===== config.mk =====
export PLATFORM = sky130hd
export DESIGN_NAME = pcr_ema_ctrl
export DESIGN_NICKNAME = d
export VERILOG_FILES = /design/src/sv/per_channel_rate_ema_tracker_core_macros.svh /design/src/sv/pcr_ema_pkg.sv /design/src/sv/pcr_ema_ctrl.sv
export SDC_FILE = /design/constraint.sdc
export NUM_CORES = 1
export LEC_CHECK = 0
export BUFFER_PORTS_ARGS = -buffer_cell sky130_fd_sc_hd__clkbuf_2
export CAP_MARGIN = 20
export CORE_AREA = 2 2 39 41
export DETAILED_ROUTE_END_ITERATION = 16
export DIE_AREA = 0 0 41 43
export HOLD_SLACK_MARGIN = 0.12
export PLACE_DENSITY_LB_ADDON = 0.2
export SETUP_SLACK_MARGIN = 0.02
export SYNTH_ARGS = -nofsm -noshare
export SYNTH_HDL_FRONTEND = slang
export SYNTH_SLANG_ARGS = --single-unit
export TNS_END_PERCENT = 100

===== constraint.sdc =====
create_clock -name i_clk -period 1.5 [get_ports i_clk]
set_input_delay 0.3 -clock i_clk [delete_from_list [all_inputs] [get_ports i_clk]]
set_output_delay 0.3 -clock i_clk [all_outputs]
set_load 0.005 [all_outputs]

===== src/sv/per_channel_rate_ema_tracker_core_macros.svh =====
// ----------------------------------------------------------------------------
// Assertion macros for the channel rate tracker
// Each macro expands to a labeled concurrent assertion, or to nothing in SYNTH.
// ----------------------------------------------------------------------------
`ifndef PER_CHANNEL_RATE_EMA_TRACKER_CORE_MACROS_SVH
`define PER_CHANNEL_RATE_EMA_TRACKER_CORE_MACROS_SVH
`ifndef SYNTH
`define PCR_ASSERT_IMPL(label, clk, rst_n, ante, cons) \
    label: assert property (@(posedge clk) disable iff (!rst_n) (ante) |-> (cons)) \
        else $error("assertion failed");
`define PCR_ASSERT_NEXT(label, clk, rst_n, ante, cons) \
    label: assert property (@(posedge clk) disable iff (!rst_n) (ante) |=> (cons)) \
        else $error("assertion failed");
`else
`define PCR_ASSERT_IMPL(label, clk, rst_n, ante, cons)
`define PCR_ASSERT_NEXT(label, clk, rst_n, ante, cons)
`endif
`endif


===== src/sv/pcr_ema_pkg.sv =====
// ----------------------------------------------------------------------------
// Channel rate tracker package
// Shared types, command and status codes, controller/datapath interface.
// ----------------------------------------------------------------------------
`default_nettype none
package pcr_ema_pkg;
    localparam int ENTRIES_DEF = 64;
    localparam logic [16:0] ALPHA_RST = 17'd5243;
    localparam logic [8:0]  CORES_RST = 9'd1;
    localparam logic [15:0] MIN_IV_RST = 16'd20;
    localparam logic [29:0] TOTAL_MAX = 30'h3FFF_FFFF;

    localparam logic [1:0] CMD_START = 2'd0;
    localparam logic [1:0] CMD_OBS   = 2'd1;
    localparam logic [1:0] CMD_END   = 2'd2;

    localparam logic [2:0] ST_STARTED = 3'd0;
    localparam logic [2:0] ST_NEW     = 3'd1;
    localparam logic [2:0] ST_RESET   = 3'd2;
    localparam logic [2:0] ST_CLKBACK = 3'd3;
    localparam logic [2:0] ST_SHORT   = 3'd4;
    localparam logic [2:0] ST_UPDATED = 3'd5;
    localparam logic [2:0] ST_FULL    = 3'd6;
    localparam logic [2:0] ST_ENDED   = 3'd7;

    localparam logic [1:0] REG_ALPHA = 2'd0;
    localparam logic [1:0] REG_CORES = 2'd1;
    localparam logic [1:0] REG_MINIV = 2'd2;

    typedef struct packed {
        logic [1:0]  cmd;
        logic [31:0] channel_key;
        logic [39:0] busy_time_ms;
        logic [47:0] now_ms;
    } t_in_item;

    typedef struct packed {
        logic [2:0]  status;
        logic [24:0] entry_usage;
        logic        entry_known;
        logic [29:0] total_usage;
        logic        total_known;
    } t_out_item;

    typedef enum logic [3:0] {
        S_IDLE, S_CLEAR, S_SCAN, S_CMP, S_READ, S_EVAL, S_DIV, S_MUL, S_MIX,
        S_WALK, S_WALKRD, S_DONE
    } t_state;

    // Controller -> datapath commands
    typedef struct packed {
        logic load;       // capture the input item
        logic do_start;   // compute elapsed, begin seen clear
        logic scan_cmp;   // compare the key read on the previous cycle
        logic scan_step;  // read key at index, advance
        logic rd;         // issue memory read of chosen entry
        logic eval;       // classify the observation
        logic div_step;   // one quotient bit
        logic mul;        // blend products
        logic mix;        // finish blend and write back
        logic walk_rd;    // read entry at walk index
        logic walk_step;  // accumulate / drop entry
        logic finish;     // end-of-scan bookkeeping
        logic emit;       // present the result beat
    } t_ctl;

    // Datapath -> controller status
    typedef struct packed {
        logic idx_last;   // index at final entry
        logic need_div;   // observation goes to the sample path
        logic div_last;   // last quotient bit
    } t_sts;
endpackage
`default_nettype wire


===== src/sv/pcr_ema_ctrl.sv =====
// ----------------------------------------------------------------------------
// Channel rate tracker controller
// Sequences start, observation and end commands over the datapath.
// ----------------------------------------------------------------------------
`default_nettype none
module pcr_ema_ctrl (
    input  wire logic                   i_clk,
    input  wire logic                   i_rst_n,
    input  wire logic                   i_go,
    input  wire logic [1:0]             i_cmd,
    input  wire pcr_ema_pkg::t_sts      i_sts,
    output pcr_ema_pkg::t_ctl           o_ctl,
    output logic                        o_busy
);
    import pcr_ema_pkg::*;

    t_state r_state, n_state;

    always_ff @(posedge i_clk) begin
        if (!i_rst_n) begin
            r_state <= S_IDLE;
        end else begin
            r_state <= n_state;
        end
    end

    always_comb begin
        n_state = r_state;
        o_ctl   = '0;
        o_busy  = 1'b1;
        unique case (r_state)
            S_IDLE: begin
                o_busy = 1'b0;
                if (i_go) begin
                    o_ctl.load = 1'b1;
                    case (i_cmd)
                        CMD_START: n_state = S_CLEAR;
                        CMD_OBS:   n_state = S_SCAN;
                        CMD_END:   n_state = S_WALK;
                        default:   n_state = S_IDLE;
                    endcase
                end
            end
            S_CLEAR: begin
                o_ctl.do_start = 1'b1;
                o_ctl.emit = 1'b1;
                n_state = S_IDLE;
            end
            S_SCAN: begin
                o_ctl.scan_step = 1'b1;
                o_ctl.scan_cmp = 1'b1;
                if (i_sts.idx_last) n_state = S_CMP;
            end
            S_CMP: begin
                // compare the last key read
                o_ctl.scan_cmp = 1'b1;
                n_state = S_READ;
            end
            S_READ: begin
                o_ctl.rd = 1'b1;
                n_state = S_EVAL;
            end
            S_EVAL: begin
                o_ctl.eval = 1'b1;
                if (i_sts.need_div) begin
                    n_state = S_DIV;
                end else begin
                    o_ctl.emit = 1'b1;
                    n_state = S_IDLE;
                end
            end
            S_DIV: begin
                o_ctl.div_step = 1'b1;
                if (i_sts.div_last) n_state = S_MUL;
            end
            S_MUL: begin
                o_ctl.mul = 1'b1;
                n_state = S_MIX;
            end
            S_MIX: begin
                o_ctl.mix = 1'b1;
                n_state = S_DONE;
            end
            S_WALK: begin
                o_ctl.walk_rd = 1'b1;
                n_state = S_WALKRD;
            end
            S_WALKRD: begin
                o_ctl.walk_step = 1'b1;
                if (i_sts.idx_last) begin
                    o_ctl.finish = 1'b1;
                    n_state = S_DONE;
                end else begin
                    n_state = S_WALK;
                end
            end
            S_DONE: begin
                o_ctl.emit = 1'b1;
                n_state = S_IDLE;
            end
            default: n_state = S_IDLE;
        endcase
    end
endmodule
`default_nettype wire


==> metrics <==
status=finished, final reports clean; Pint=a little over 0.3 mW; Post-synth EDFFs=0; min cycle time layout=~1.5 ns; top achievable clock speed=around 0.68 GHz; # DRC=0; max reg flops=4; Via density=between 5 and 6; clk buf depth=2; Synth async-reset ratio=0%; layout cells sized above 1=between 40% and 50%; synth unique cells=27; crit end category=output port; initial antenna violation count=0; Layout Cells excl Fill=around 110; Fin. Hold Viols=0; antenna cell count=0; fin nets=~100; R2R cell count=6; Lkg Pwr=0.327 nW; Worst Tran Pin Value=between 0.2 and 0.25 ns; Sink Count=4; Wirelength per Cell=roughly 12 um; vias in the first global route=474; Placed Cells=approximately 100; Switch Pwr=0.162 mW; Final Cycle Share=between 90% and 100%; Die H=43 um; CTS Buf Count=3; clock power share=28.3%; Yosys reg bits=4; clock-pin slew on the worst setup and hold paths=0.04 ns; most frequent cells in the layout=clkbuf_2, buf_4, nor3_1, buf_2; Area Growth Syn to Fin=50.3%; worst hold path type=input pin to flop; biggest regs=r_state x4; GR met3 Demand/Resource=6.28%; Seq/Total Area, Yosys=a little under a fifth; PortBufs=21; crit path DAT=between 1 and 1.5 ns; Placer Congestion=0.835; Post-Route WL=1270 um; # rows=14; cell area after layout=643 um2; Startpoint Class=flop; Remaining Overflow, GRT=0; iteration-0 DRC count of the detailed router=7; Clk Latency, worst-skew pair=around 0.23 ns; largest register by flop count=r_state; core area=about 1400 um2; final core utilization=between 40 and 50%; antenna-violating nets left=0; DP HPWL=a little over 900 um; H-tree depth=1; Sw Share=34.5%; normalized max-slew margin=between 80% and 90%; Worst EP required=approximately 1.2 ns; Most Crowded Layer GR=met2; Syn Area/Cell=between 6 and 7 um2; Cell Area, Placed=approximately 550 um2; Final Skew=around 0.0037 ns; GRT Util Overall=15.4%; CTS root buffer=clkbuf_4; die area=approximately 1800 um2; Logic pwr share=41.5%; cell area after synthesis=428 um2; Pwr Total=about 0.47 mW; critical path class=flop to output port; Vias=roughly 560; commonest non-fill, non-tap cell in the layout=clkbuf_2; TritonCTS clock tree=built; Ports=22; Pwr Density=approximately 730 nW/um2; hold-fix buffer count after cts=0; first-pass GRT wire length=approximately 1900 um; Die W=about 41 um; unrepaired setup endpoints after global routing=true; setup violators final=0; Final Slew Violations=0; Synth Warn #=0; Initial Util=a little under a third; worst vdd ir=around 380 uV; M1 GR Usage=between 15 and 20%; max cap viols=0; Most used DFF post-synth=dfxtp_1; largest net degree at the start of global routing=13; hold path cells=2; syn_nets=73; Post-Synthesis Cells=between 60 and 70; sequential power share=a little under a third; Critical Path Fanout Max=12; TritonRoute pass-1 iters=4; GR Util met2=24.7%
-- power by group through the flow --
stage	logic, mW	registers (mW)	clock network (mW)
2_1_floorplan	0.121	0.127	0
3_5_place_dp	0.175	0.139	0
5_1_grt	0.218	0.145	0.155
4_1_cts	0.183	0.139	0.138
6_report	0.194	0.142	0.132
3_3_place_gp	0.177	0.139	0
-- worst max-delay path, stage by stage, from the launching register on --
cell,delay (ns)
dfxtp_4,0.39
or2b_1,0.28
nor3_1,0.13
buf_2,0.13
-- timing repair --
action                                  in CTS  in global routing
resized for setup                           11                 10
endpoints found under the hold margin        0                  0
gates cloned                                 0                  0
pin swaps                                    1                  5
endpoints found under the setup margin      10                  9
setup buffers                                0                  3
-- synthesized netlist by cell type (2+ instances only) --
master | number | area share [%]
and3_1 | 3 | 4.4
a21oi_1 | 3 | 3.5
o21ai_1 | 3 | 3.5
nand2b_1 | 4 | 5.8
buf_2 | 2 | 2.3
dfxtp_1 | 4 | 19
nand3_1 | 3 | 3.5
nor2_1 | 8 | 7.0
nor3_1 | 8 | 9.4
buf_4 | 2 | 3.5
nand2_1 | 4 | 3.5
nor2b_1 | 5 | 7.3
a31oi_1 | 2 | 2.9
-- per-stage QoR --
step,worst slack (ns),hold WS (ns),TNS (ns)
finish,0.0364,0.318,0
global route,-0.0280,0.322,-0.0514
global placement,0.114,0.572,0
detailed placement,0.127,0.574,0
floorplan,0.261,0.467,0
CTS,0.0165,0.313,0
-- layout make-up --
cell class                      count  area, um2
Multi-Input combinational cell     54        329
Clock buffer                        3       22.5
Sequential cell                     4       95.1
Fill cell                         153        741
Timing Repair Buffer               29        169
Inverter                            2       7.51
Tap cell                           16       20.0
-- worst paths after layout --
path | startpoint | slack [ns] | to
worst max register to register | r_state[1] | 0.17 | r_state[0]
worst min register to register | r_state[2] | 0.66 | r_state[3]
worst min-delay path | i_rst_n | 0.32 | r_state[2]
worst max-delay path | r_state[3] | 0.04 | o_ctl[9]
-- routing by layer --
| metal | wire [um] | share of wire [%] | vias to the layer above |
|---|---|---|---|
| met2 | 674 | 53 | 15 |
| li1 | - | - | 284 |
| met5 | 0 | 0 | - |
| met1 | 515 | 40 | 256 |
| met4 | 0 | 0 | 0 |
| met3 | 84 | 6.6 | 0 |
-- cells by family after synthesis --
family,after synthesis,share of synthesized area (%)
flops,4,18.7
compound gates,12,17.0
buf+inv,7,10.2
simple gates,42,54.1
(Power assumes the default switching activity.)
